`config.mk`:
```
export PLATFORM = sky130hd
export DESIGN_NAME = dq_current_pi_controller_unit_flat
export DESIGN_NICKNAME = d
export VERILOG_FILES = /design/src/rtl/dqpi_pkg.sv /design/src/rtl/dqpi_if.sv /design/src/rtl/dq_current_pi_controller_unit.sv /design/src/rtl/dqpi_regs.sv /design/src/rtl/dqpi_mul.sv /design/src/flat_wrapper.sv
export SDC_FILE = /design/constraint.sdc
export NUM_CORES = 2
export LEC_CHECK = 0
export CORE_MARGIN = 1.5
export CORE_UTILIZATION = 45
export CTS_CLUSTER_DIAMETER = 80
export DETAILED_ROUTE_END_ITERATION = 10
export DONT_BUFFER_PORTS = 1
export GPL_TIMING_DRIVEN = 0
export PLACE_DENSITY = 0.63
export SETUP_SLACK_MARGIN = 0.05
export SKIP_LAST_GASP = 1
export SLEW_MARGIN = 25
export SYNTH_ARGS = -nofsm -noshare
export SYNTH_HDL_FRONTEND = slang
export SYNTH_SLANG_ARGS = --single-unit
export TNS_END_PERCENT = 20
```
`constraint.sdc`:
```
create_clock -name clk -period 12.05 [get_ports clk]
set_input_delay 0.6025 -clock clk [delete_from_list [all_inputs] [get_ports clk]]
set_output_delay 0.6025 -clock clk [all_outputs]
set_load 0.02 [all_outputs]
```
`src/rtl/dqpi_pkg.sv`:
```
// Package of the dq current controller: widths, register indexes, shared types
// and the 32-bit saturation function. Depends on nothing.
package dqpi_pkg;

  localparam int unsigned DATA_W = 32;
  localparam int unsigned GAIN_W = 31;
  localparam int unsigned PROD_W = 64;
  localparam int unsigned QSHIFT = 16;
  localparam int unsigned ADDR_W = 5;
  localparam int unsigned WIDE_W = 50;

  // Register indexes, taken from paddr[4:2].
  localparam logic [2:0] REG_PROP_GAIN     = 3'd0;
  localparam logic [2:0] REG_INTEG_GAIN    = 3'd1;
  localparam logic [2:0] REG_INV_PROP_GAIN = 3'd2;
  localparam logic [2:0] REG_INDUCTANCE    = 3'd3;
  localparam logic [2:0] REG_ELEC_SPEED    = 3'd4;
  localparam logic [2:0] REG_VOLT_LIMIT    = 3'd5;

  // Reset value of the proportional and inverse proportional gains and of the limit: 1.0 in Q16.16.
  localparam logic [GAIN_W-1:0] UNITY_Q16 = 31'd65536;

  typedef logic signed [DATA_W-1:0] q16_t;
  typedef logic signed [WIDE_W-1:0] wide_t;

  localparam wide_t SAT_HI = 50'sd2147483647;
  localparam wide_t SAT_LO = -50'sd2147483648;

  typedef struct packed {
    logic [GAIN_W-1:0] prop_gain;
    logic [GAIN_W-1:0] integ_gain;
    logic [GAIN_W-1:0] inv_prop_gain;
    logic [GAIN_W-1:0] inductance;
    q16_t              electrical_speed;
    logic [GAIN_W-1:0] voltage_limit;
  } cfg_regs_t;

  typedef struct packed {
    q16_t op_a;
    q16_t op_b;
    logic negate;
  } mul_req_t;

  // Saturate a wide signed value to the signed 32-bit range.
  function automatic q16_t sat32(input wide_t v);
    if (v > SAT_HI) begin
      return {1'b0, {(DATA_W-1){1'b1}}};
    end else if (v < SAT_LO) begin
      return {1'b1, {(DATA_W-1){1'b0}}};
    end
    return q16_t'(v[DATA_W-1:0]);
  endfunction

endpackage

```
`src/rtl/dqpi_if.sv`:
```
// Handshake interfaces of the dq current controller: the current channel and
// the voltage channel. Depends on dqpi_pkg.
interface dqpi_in_if;
  import dqpi_pkg::*;

  logic valid;
  logic ready;
  q16_t ref_d;
  q16_t ref_q;
  q16_t meas_d;
  q16_t meas_q;

  modport source (output valid, output ref_d, output ref_q, output meas_d, output meas_q,
                  input ready);
  modport sink (input valid, input ref_d, input ref_q, input meas_d, input meas_q,
                output ready);
endinterface

interface dqpi_out_if;
  import dqpi_pkg::*;

  logic valid;
  logic ready;
  q16_t volt_d;
  q16_t volt_q;

  modport source (output valid, output volt_d, output volt_q, input ready);
  modport sink (input valid, input volt_d, input volt_q, output ready);
endinterface

```
`src/rtl/dq_current_pi_controller_unit.sv`:
```
// dq current PI controller with decoupling feed-forward and back-calculation
// anti-windup, in signed Q16.16. One transaction on in_ch is taken when the
// block is idle. One shared multiplier is then stepped through the setup states
// WL_ISS and WL_CAP and per axis through FF_ISS to CORR_CAP, and DONE moves
// the result into the output register, from which the voltage transaction is
// offered on out_ch. The block is ready again in that same cycle, so it takes
// a new current transaction only once the last result has reached the output
// register. The length of a transaction is set by the number of products (one
// wL, and per axis feed-forward, proportional, integral and correction terms)
// passing one at a time through the registered multiplier. A finished result
// is held in its own output register, so the next item may start while it
// waits; that item then holds in its final step until the waiting result has
// been taken. Depends on dqpi_pkg, dqpi_if, dqpi_regs and dqpi_mul.
module dq_current_pi_controller_unit (
  input  logic                        clk,
  input  logic                        rst_n,
  dqpi_in_if.sink                     in_ch,
  dqpi_out_if.source                  out_ch,
  input  logic                        psel,
  input  logic                        penable,
  input  logic                        pwrite,
  input  logic [dqpi_pkg::ADDR_W-1:0] paddr,
  input  logic [dqpi_pkg::DATA_W-1:0] pwdata,
  output logic [dqpi_pkg::DATA_W-1:0] prdata,
  output logic                        pready
);
  import dqpi_pkg::*;

  localparam logic [3:0] ST_IDLE     = 4'd0;
  localparam logic [3:0] ST_WL_ISS   = 4'd1;
  localparam logic [3:0] ST_WL_CAP   = 4'd2;
  localparam logic [3:0] ST_FF_ISS   = 4'd3;
  localparam logic [3:0] ST_FF_CAP   = 4'd4;
  localparam logic [3:0] ST_UP_CAP   = 4'd5;
  localparam logic [3:0] ST_UI_CAP   = 4'd6;
  localparam logic [3:0] ST_SUM      = 4'd7;
  localparam logic [3:0] ST_CLAMP    = 4'd8;
  localparam logic [3:0] ST_CORR_ISS = 4'd9;
  localparam logic [3:0] ST_CORR_CAP = 4'd10;
  localparam logic [3:0] ST_DONE     = 4'd11;

  cfg_regs_t cfg;
  mul_req_t  mreq;
  q16_t      mres;

  logic [3:0] state_r, state_nxt;
  logic       axis_r, axis_nxt;
  logic       out_valid_r, out_valid_nxt;
  logic       in_take, out_load;

  q16_t err_d_r, err_q_r, meas_d_r, meas_q_r;
  q16_t wl_r, ff_r, up_r, ui_r, upre_r, diff_r;
  q16_t volt_d_r, volt_q_r, res_d_r, res_q_r;
  q16_t integ_d_r, integ_q_r;

  q16_t err_sel, integ_sel, meas_other;
  q16_t vlim_pos, vlim_neg, usat;

  dqpi_regs u_regs (
    .clk     (clk),
    .rst_n   (rst_n),
    .psel    (psel),
    .penable (penable),
    .pwrite  (pwrite),
    .paddr   (paddr),
    .pwdata  (pwdata),
    .prdata  (prdata),
    .pready  (pready),
    .cfg     (cfg)
  );

  dqpi_mul u_mul (
    .clk (clk),
    .req (mreq),
    .res (mres)
  );

  // Handshake signals.
  assign in_take      = in_ch.valid && (state_r == ST_IDLE);
  assign out_load     = (state_r == ST_DONE) && (!out_valid_r || out_ch.ready);
  assign in_ch.ready  = (state_r == ST_IDLE);
  assign out_ch.valid = out_valid_r;
  assign out_ch.volt_d = res_d_r;
  assign out_ch.volt_q = res_q_r;

  // Per-axis operand selection: axis 0 is d, axis 1 is q.
  assign err_sel    = axis_r ? err_q_r : err_d_r;
  assign integ_sel  = axis_r ? integ_q_r : integ_d_r;
  assign meas_other = axis_r ? meas_d_r : meas_q_r;

  // Clamp of the unclamped sum to the symmetric voltage limit.
  assign vlim_pos = q16_t'({1'b0, cfg.voltage_limit});
  assign vlim_neg = -vlim_pos;
  always_comb begin
    if (upre_r > vlim_pos) begin
      usat = vlim_pos;
    end else if (upre_r < vlim_neg) begin
      usat = vlim_neg;
    end else begin
      usat = upre_r;
    end
  end

  // Operands for the shared multiplier in each step.
  always_comb begin
    mreq = '0;
    unique case (state_r)
      ST_WL_ISS: begin
        mreq.op_a = cfg.electrical_speed;
        mreq.op_b = q16_t'({1'b0, cfg.inductance});
      end
      ST_FF_ISS: begin
        mreq.op_a   = wl_r;
        mreq.op_b   = meas_other;
        mreq.negate = !axis_r;
      end
      ST_FF_CAP: begin
        mreq.op_a = q16_t'({1'b0, cfg.prop_gain});
        mreq.op_b = err_sel;
      end
      ST_UP_CAP: begin
        mreq.op_a = q16_t'({1'b0, cfg.integ_gain});
        mreq.op_b = err_sel;
      end
      ST_CORR_ISS: begin
        mreq.op_a = q16_t'({1'b0, cfg.inv_prop_gain});
        mreq.op_b = diff_r;
      end
      default: ;
    endcase
  end

  // Sequencer.
  always_comb begin
    state_nxt     = state_r;
    axis_nxt      = axis_r;
    out_valid_nxt = out_valid_r && !out_ch.ready;
    unique case (state_r)
      ST_IDLE: begin
        if (in_take) begin
          state_nxt = ST_WL_ISS;
          axis_nxt  = 1'b0;
        end
      end
      ST_WL_ISS:   state_nxt = ST_WL_CAP;
      ST_WL_CAP:   state_nxt = ST_FF_ISS;
      ST_FF_ISS:   state_nxt = ST_FF_CAP;
      ST_FF_CAP:   state_nxt = ST_UP_CAP;
      ST_UP_CAP:   state_nxt = ST_UI_CAP;
      ST_UI_CAP:   state_nxt = ST_SUM;
      ST_SUM:      state_nxt = ST_CLAMP;
      ST_CLAMP:    state_nxt = ST_CORR_ISS;
      ST_CORR_ISS: state_nxt = ST_CORR_CAP;
      ST_CORR_CAP: begin
        if (axis_r) begin
          state_nxt = ST_DONE;
        end else begin
          state_nxt = ST_FF_ISS;
          axis_nxt  = 1'b1;
        end
      end
      ST_DONE: begin
        if (out_load) begin
          state_nxt     = ST_IDLE;
          out_valid_nxt = 1'b1;
        end
      end
      default: state_nxt = ST_IDLE;
    endcase
  end

  // Control state and the two integrators.
  always_ff @(posedge clk) begin
    if (!rst_n) begin
      state_r     <= ST_IDLE;
      axis_r      <= 1'b0;
      out_valid_r <= 1'b0;
      integ_d_r   <= '0;
      integ_q_r   <= '0;
    end else begin
      state_r     <= state_nxt;
      axis_r      <= axis_nxt;
      out_valid_r <= out_valid_nxt;
      if (state_r == ST_CORR_CAP) begin
        if (axis_r) begin
          integ_q_r <= sat32(wide_t'(ui_r) + wide_t'(mres));
        end else begin
          integ_d_r <= sat32(wide_t'(ui_r) + wide_t'(mres));
        end
      end
    end
  end

  // Working registers of the datapath.
  always_ff @(posedge clk) begin
    if (in_take) begin
      err_d_r  <= sat32(wide_t'(in_ch.ref_d) - wide_t'(in_ch.meas_d));
      err_q_r  <= sat32(wide_t'(in_ch.ref_q) - wide_t'(in_ch.meas_q));
      meas_d_r <= in_ch.meas_d;
      meas_q_r <= in_ch.meas_q;
    end
    unique case (state_r)
      ST_WL_CAP: wl_r <= mres;
      ST_FF_CAP: ff_r <= mres;
      ST_UP_CAP: up_r <= mres;
      ST_UI_CAP: ui_r <= sat32(wide_t'(integ_sel) + wide_t'(mres));
      ST_SUM:    upre_r <= sat32(wide_t'(up_r) + wide_t'(ui_r) + wide_t'(ff_r));
      ST_CLAMP: begin
        diff_r <= sat32(wide_t'(usat) - wide_t'(upre_r));
        if (axis_r) begin
          volt_q_r <= usat;
        end else begin
          volt_d_r <= usat;
        end
      end
      default: ;
    endcase
    if (out_load) begin
      res_d_r <= volt_d_r;
      res_q_r <= volt_q_r;
    end
  end

endmodule

```
`src/rtl/dqpi_regs.sv`:
```
// APB-style configuration registers of the dq current controller.
// Depends on dqpi_pkg.
module dqpi_regs (
  input  logic                        clk,
  input  logic                        rst_n,
  input  logic                        psel,
  input  logic                        penable,
  input  logic                        pwrite,
  input  logic [dqpi_pkg::ADDR_W-1:0] paddr,
  input  logic [dqpi_pkg::DATA_W-1:0] pwdata,
  output logic [dqpi_pkg::DATA_W-1:0] prdata,
  output logic                        pready,
  output dqpi_pkg::cfg_regs_t         cfg
);
  import dqpi_pkg::*;

  cfg_regs_t  cfg_r;
  logic [2:0] reg_idx;
  logic       wr_en;

  assign reg_idx = paddr[ADDR_W-1:2];
  assign wr_en   = psel && penable && pwrite;
  assign pready  = 1'b1;
  assign cfg     = cfg_r;

  // Register writes complete in the access phase; unknown indexes are ignored.
  always_ff @(posedge clk) begin
    if (!rst_n) begin
      cfg_r.prop_gain        <= UNITY_Q16;
      cfg_r.integ_gain       <= '0;
      cfg_r.inv_prop_gain    <= UNITY_Q16;
      cfg_r.inductance       <= '0;
      cfg_r.electrical_speed <= '0;
      cfg_r.voltage_limit    <= UNITY_Q16;
    end else if (wr_en) begin
      unique case (reg_idx)
        REG_PROP_GAIN:     cfg_r.prop_gain        <= pwdata[GAIN_W-1:0];
        REG_INTEG_GAIN:    cfg_r.integ_gain       <= pwdata[GAIN_W-1:0];
        REG_INV_PROP_GAIN: cfg_r.inv_prop_gain    <= pwdata[GAIN_W-1:0];
        REG_INDUCTANCE:    cfg_r.inductance       <= pwdata[GAIN_W-1:0];
        REG_ELEC_SPEED:    cfg_r.electrical_speed <= q16_t'(pwdata);
        REG_VOLT_LIMIT:    cfg_r.voltage_limit    <= pwdata[GAIN_W-1:0];
        default: ;
      endcase
    end
  end

  // Read-back multiplexer.
  always_comb begin
    unique case (reg_idx)
      REG_PROP_GAIN:     prdata = {1'b0, cfg_r.prop_gain};
      REG_INTEG_GAIN:    prdata = {1'b0, cfg_r.integ_gain};
      REG_INV_PROP_GAIN: prdata = {1'b0, cfg_r.inv_prop_gain};
      REG_INDUCTANCE:    prdata = {1'b0, cfg_r.inductance};
      REG_ELEC_SPEED:    prdata = cfg_r.electrical_speed;
      REG_VOLT_LIMIT:    prdata = {1'b0, cfg_r.voltage_limit};
      default:           prdata = '0;
    endcase
  end

endmodule

```
`src/rtl/dqpi_mul.sv`:
```
// Shared Q16.16 multiplier of the dq current controller: a registered 32 by 32
// signed product, then rescaling, optional negation and saturation. Depends on dqpi_pkg.
module dqpi_mul (
  input  logic               clk,
  input  dqpi_pkg::mul_req_t req,
  output dqpi_pkg::q16_t     res
);
  import dqpi_pkg::*;

  logic signed [PROD_W-1:0]        prod_r;
  logic                            negate_r;
  logic signed [PROD_W-QSHIFT-1:0] resc;
  wide_t                           resc_w;

  // The product is registered before it is rescaled.
  always_ff @(posedge clk) begin
    prod_r   <= $signed(req.op_a) * $signed(req.op_b);
    negate_r <= req.negate;
  end

  // Dropping the low 16 bits of a signed value rounds toward minus infinity.
  assign resc   = prod_r[PROD_W-1:QSHIFT];
  assign resc_w = wide_t'(resc);
  assign res    = sat32(negate_r ? -resc_w : resc_w);

endmodule

```
`src/flat_wrapper.sv`:
```
// flat-port wrapper written by rule: the top's interface ports become plain ports
module dq_current_pi_controller_unit_flat import dqpi_pkg::*;
  (clk, rst_n, psel, penable, pwrite, paddr, pwdata, prdata, pready, in_ch_valid, in_ch_ref_d, in_ch_ref_q, in_ch_meas_d, in_ch_meas_q, in_ch_ready, out_ch_valid, out_ch_volt_d, out_ch_volt_q, out_ch_ready);
  dqpi_in_if in_ch_i ();
  dqpi_out_if out_ch_i ();
  input  logic clk;
  input  logic rst_n;
  input  logic psel;
  input  logic penable;
  input  logic pwrite;
  input  logic [dqpi_pkg::ADDR_W-1:0] paddr;
  input  logic [dqpi_pkg::DATA_W-1:0] pwdata;
  output logic [dqpi_pkg::DATA_W-1:0] prdata;
  output logic pready;
  input wire logic [$bits(in_ch_i.valid)-1:0] in_ch_valid;
  input wire logic [$bits(in_ch_i.ref_d)-1:0] in_ch_ref_d;
  input wire logic [$bits(in_ch_i.ref_q)-1:0] in_ch_ref_q;
  input wire logic [$bits(in_ch_i.meas_d)-1:0] in_ch_meas_d;
  input wire logic [$bits(in_ch_i.meas_q)-1:0] in_ch_meas_q;
  output wire logic [$bits(in_ch_i.ready)-1:0] in_ch_ready;
  output wire logic [$bits(out_ch_i.valid)-1:0] out_ch_valid;
  output wire logic [$bits(out_ch_i.volt_d)-1:0] out_ch_volt_d;
  output wire logic [$bits(out_ch_i.volt_q)-1:0] out_ch_volt_q;
  input wire logic [$bits(out_ch_i.ready)-1:0] out_ch_ready;
  assign in_ch_i.valid = in_ch_valid;
  assign in_ch_i.ref_d = in_ch_ref_d;
  assign in_ch_i.ref_q = in_ch_ref_q;
  assign in_ch_i.meas_d = in_ch_meas_d;
  assign in_ch_i.meas_q = in_ch_meas_q;
  assign in_ch_ready = in_ch_i.ready;
  assign out_ch_valid = out_ch_i.valid;
  assign out_ch_volt_d = out_ch_i.volt_d;
  assign out_ch_volt_q = out_ch_i.volt_q;
  assign out_ch_i.ready = out_ch_ready;
  dq_current_pi_controller_unit u_core (.clk(clk), .rst_n(rst_n), .in_ch(in_ch_i), .out_ch(out_ch_i), .psel(psel), .penable(penable), .pwrite(pwrite), .paddr(paddr), .pwdata(pwdata), .prdata(prdata), .pready(pready));
endmodule
```
==> key figures <==
Critical path
  – CP max FO: 10
  – CP dominant cell by count: fa_1
  – Reg2Reg Depth: 32
  – Worst path max stage delay: 0.71 ns
  – CP Capture Type: flip-flop
  – Worst R2R Start: u_core.state_r[3]
  – Reg2reg setup slack: 0.14 ns
  – CP Data Arrival Time: 12.54 ns
  – CP required: 12.68 ns
  – CP Class: reg2reg
  – Worst R2R End: u_core.u_mul.prod_r[61]
  – Worst setup SP type: flip-flop
  – Worst path slowest cell: clkbuf_1

Route
  – Vias per inst: 5.88
  – Via count: 65.5k
  – Final WL: 321000 um
  – DRT iter0 DRCs: 7352
  – Detail Route Antenna Nets: 0
  – DRC: 0
  – Routed length per instance: 28.8 um
  – Number of iterations in the first detailed-routing pass: 6

STA
  – Skew final: 0.0309 ns
  – Final worst slack: 0.144 ns
  – Period minus WS final: 11.91 ns
  – Slew Viols, Final: 0
  – Relative slew slack: 17.7%
  – RSZ-0062 raised after global routing: true
  – Final Hold Viols: 0
  – Top achievable clock speed: 84.0 MHz
  – Setup TNS: 0 ns
  – Worst-margin pin slew: 1.23 ns
  – Tcrit/Tclk final: 98.8%
  – # setup viols final: 0

Layout
  – Post-Layout Cell Count: 11.1k
  – Area Growth Syn to Fin: 9.66%
  – Post-layout nets: 10.5k
  – Final Cell Area: 0.0870 mm^2
  – Layout cells sized above 1: 5.98%
  – Final core occ: 49.9%

Power and ir drop
  – Worst vdd ir: 0.135 mV
  – Leak pwr: 0.0381 uW
  – P per Cell Area: 104 mW/mm^2

Outcome
  – Status: finished, final reports clean

Clock tree
  – H-tree lvl count: 3
  – Max Root-Sink Buffers: 3
  – Worst-path clk slew: 0.07 ns
  – Clk sinks: 754
  – Clock root buffer: clkbuf_16
  – Worst-Skew Late Latency: 0.72 ns
  – CTS tree: built
  – CTS Buf Count: 83

Yosys
  – Leading area contributor after synthesis: fa_1
  – Post-synthesis xor/xnor area fraction: 3.10%
  – Flops & latches, synth: 754
  – Mux share of post-synthesis cell area: 1.40%
  – Async SR Flop Fraction: 0%
  – Syn. warnings: 0
  – Simple-Gate Fraction of Synth Area: 13.6%
  – Post-Syn Area per Cell: 9.30 um^2
  – Most numerous cell in the Yosys netlist: inv_1
  – Synthesized area: 0.0793 mm^2
  – Synth Area in Adders: 35.4%
  – Synth top area cells: fa_1, edfxtp_1, dfxtp_1
  – Sequential-to-total area share from yosys stat: 24.7%
  – Number of synthesized flops with an enable pin: 448
  – Largest family of logic cells by synthesized area: adder cells
  – Compound-Gate Fraction of Synth Area: 13.4%
  – Yosys cell types: 110
  – Synth cell count leaders: inv_1, nand2_1, fa_1, nor2_1, edfxtp_1
  – Most used DFF post-synth: edfxtp_1
  – Synth top area share: 28.3%
  – Mapped Cells: 8523
  – Mapped Nets: 10.3k

Hold path
  – Hold_sp: pwdata[10]
  – Hold WC Path Type: in2reg
  – Hold Crit Depth: 2
  – Hold-critical path endpoint: u_core.u_regs.cfg[166]

GRT
  – Largest net degree at the start of global routing: 57
  – Vias in the first global route: 65.3k
  – Wire length of the first global-routing pass: 462000 um
  – GRT Residual Overflow: 0
  – Aggregate global-route resource usage: 36.0%
  – Initial antenna violation count: 27

Die
  – I/O pins: 271
  – Starting Density: 45.5%
  – Core area: 0.174 mm^2
  – Row count: 153
  – DIE AREA: 0.179 mm^2
  – Overall die width: 423 um
  – Die Y: 423 um

Place
  – Dpl cells: 10.9k
  – Cell area after placement: 0.0830 mm^2
  – Hpwl dp: 266000 um
  – GPL Wtd Cong: 1.06
  – Port Buf Inserts: 0
  – Setup slack after placement: -1.27 ns

Job
  – Max Cap Viol: 0
-- timing repair --
| action | 4_1_cts | 5_1_grt |
|---|---|---|
| gates resized for setup | 75 | 87 |
| buffers inserted | 12 | 11 |
| pin swaps | 6 | 6 |
| hold endpoints to repair | 66 | 0 |
| hold buffers | 65 | 0 |
| setup endpoints to repair | 44 | 15 |
-- cells in the final DEF (no fill, tap or decap), types with 28 or more instances in the layout --
cell,count
xnor2_1,165
nand2b_1,64
dlygate4sd3_1,65
dfxtp_1,306
nand2_1,1209
ha_1,436
o22ai_1,29
a211oi_1,29
nand3_1,86
clkbuf_16,90
nor3_1,65
a21oi_1,299
edfxtp_1,448
clkbuf_1,296
mux2i_1,69
o21bai_1,34
and2_1,59
buf_4,52
inv_1,1323
o21ai_0,362
a21o_1,148
a21boi_0,191
a31oi_1,32
o21a_1,52
nand4_1,84
mux2_2,37
nor2b_1,41
fa_1,1118
and4_1,28
nor2_1,650
xor2_1,115
buf_2,31
a21oi_2,30
o31ai_1,43
a22oi_1,143
clkbuf_2,92
-- cells by family after synthesis --
kind of cell / count (synthesis)
simple gates: 2446
buf+inv: 1760
compound gates: 1597
fa+ha+maj: 1578
flops: 754
xor+xnor: 281
mux: 106
other cells: 1
-- worst max-delay path by stage --
stage	from	endpoint	slack (ns)
2_1_floorplan	u_core.state_r[2]	u_core.u_mul.prod_r[61]	1.54
3_3_place_gp	u_core.state_r[2]	u_core.u_mul.prod_r[61]	-2.67
3_5_place_dp	u_core.state_r[0]	u_core.u_mul.prod_r[61]	-1.27
4_1_cts	u_core.axis_r	u_core.u_mul.prod_r[61]	0.04
5_1_grt	u_core.state_r[3]	u_core.u_mul.prod_r[61]	-0.01
6_report	u_core.state_r[3]	u_core.u_mul.prod_r[61]	0.14
-- report_power, final --
part	total, uW	internal (uW)	switching, uW
clock network	2670	1520	1150
registers	3050	2980	75.0
logic	3360	1070	2290
-- routing by layer --
| metal | track usage, % | vias up | share of wire [%] |
|---|---|---|---|
| li1 | - | 28320 | - |
| met1 | 49.6 | 32916 | 41 |
| met2 | 52.0 | 3536 | 42 |
| met3 | 9.86 | 742 | 11 |
| met4 | 17.6 | 10 | 5.9 |
| met5 | 0 | - | 0.021 |
-- through the flow --
stage	power (uW)	hold WS [ns]
after floorplan	5180	0.400
after global placement	6270	0.402
after detailed placement	6320	0.405
after CTS	9000	0.00288
after global routing	9450	0.0142
final	9080	0.0291
-- area by class of cell --
class	instances	area, um^2
repair buffers	144	1410
flip-flops and latches	754	19600
plain buffers	423	1820
clock buffers	107	2350
multi-input cells	6009	53400
well taps	2325	2910
clock inverters	46	448
diodes	16	40.0
inverters	1324	4970
fillers	16469	87400
-- critical path, delay by kind of cell (launching register included) --
kind | cells | cell delay [ns]
AO/OA/AOI/OAI | 5 | 1.31
buffers and inverters | 10 | 2.56
AND/OR/NAND/NOR | 8 | 2.86
adder cells (fa/ha/maj) | 9 | 4.73
flip-flops | 1 | 0.32
-- registers in the layout, indices dropped and copies added, names as in the netlist, 4 cells and up --
signal                flops
u_core.integ_q_r         32
u_core.meas_d_r          32
u_core.integ_d_r         32
u_core.volt_d_r          32
u_core.up_r              32
u_core.u_regs.cfg       187
u_core.volt_q_r          32
u_core.err_d_r           32
u_core.wl_r              32
u_core.out_ch.volt_d     32
u_core.meas_q_r          32
u_core.u_mul.prod_r      48
u_core.err_q_r           32
u_core.out_ch.volt_q     32
u_core.ff_r              32
u_core.diff_r            32
u_core.upre_r            32
u_core.ui_r              32
u_core.state_r            4
No activity file was read; power rests on OpenSTA's default activity.
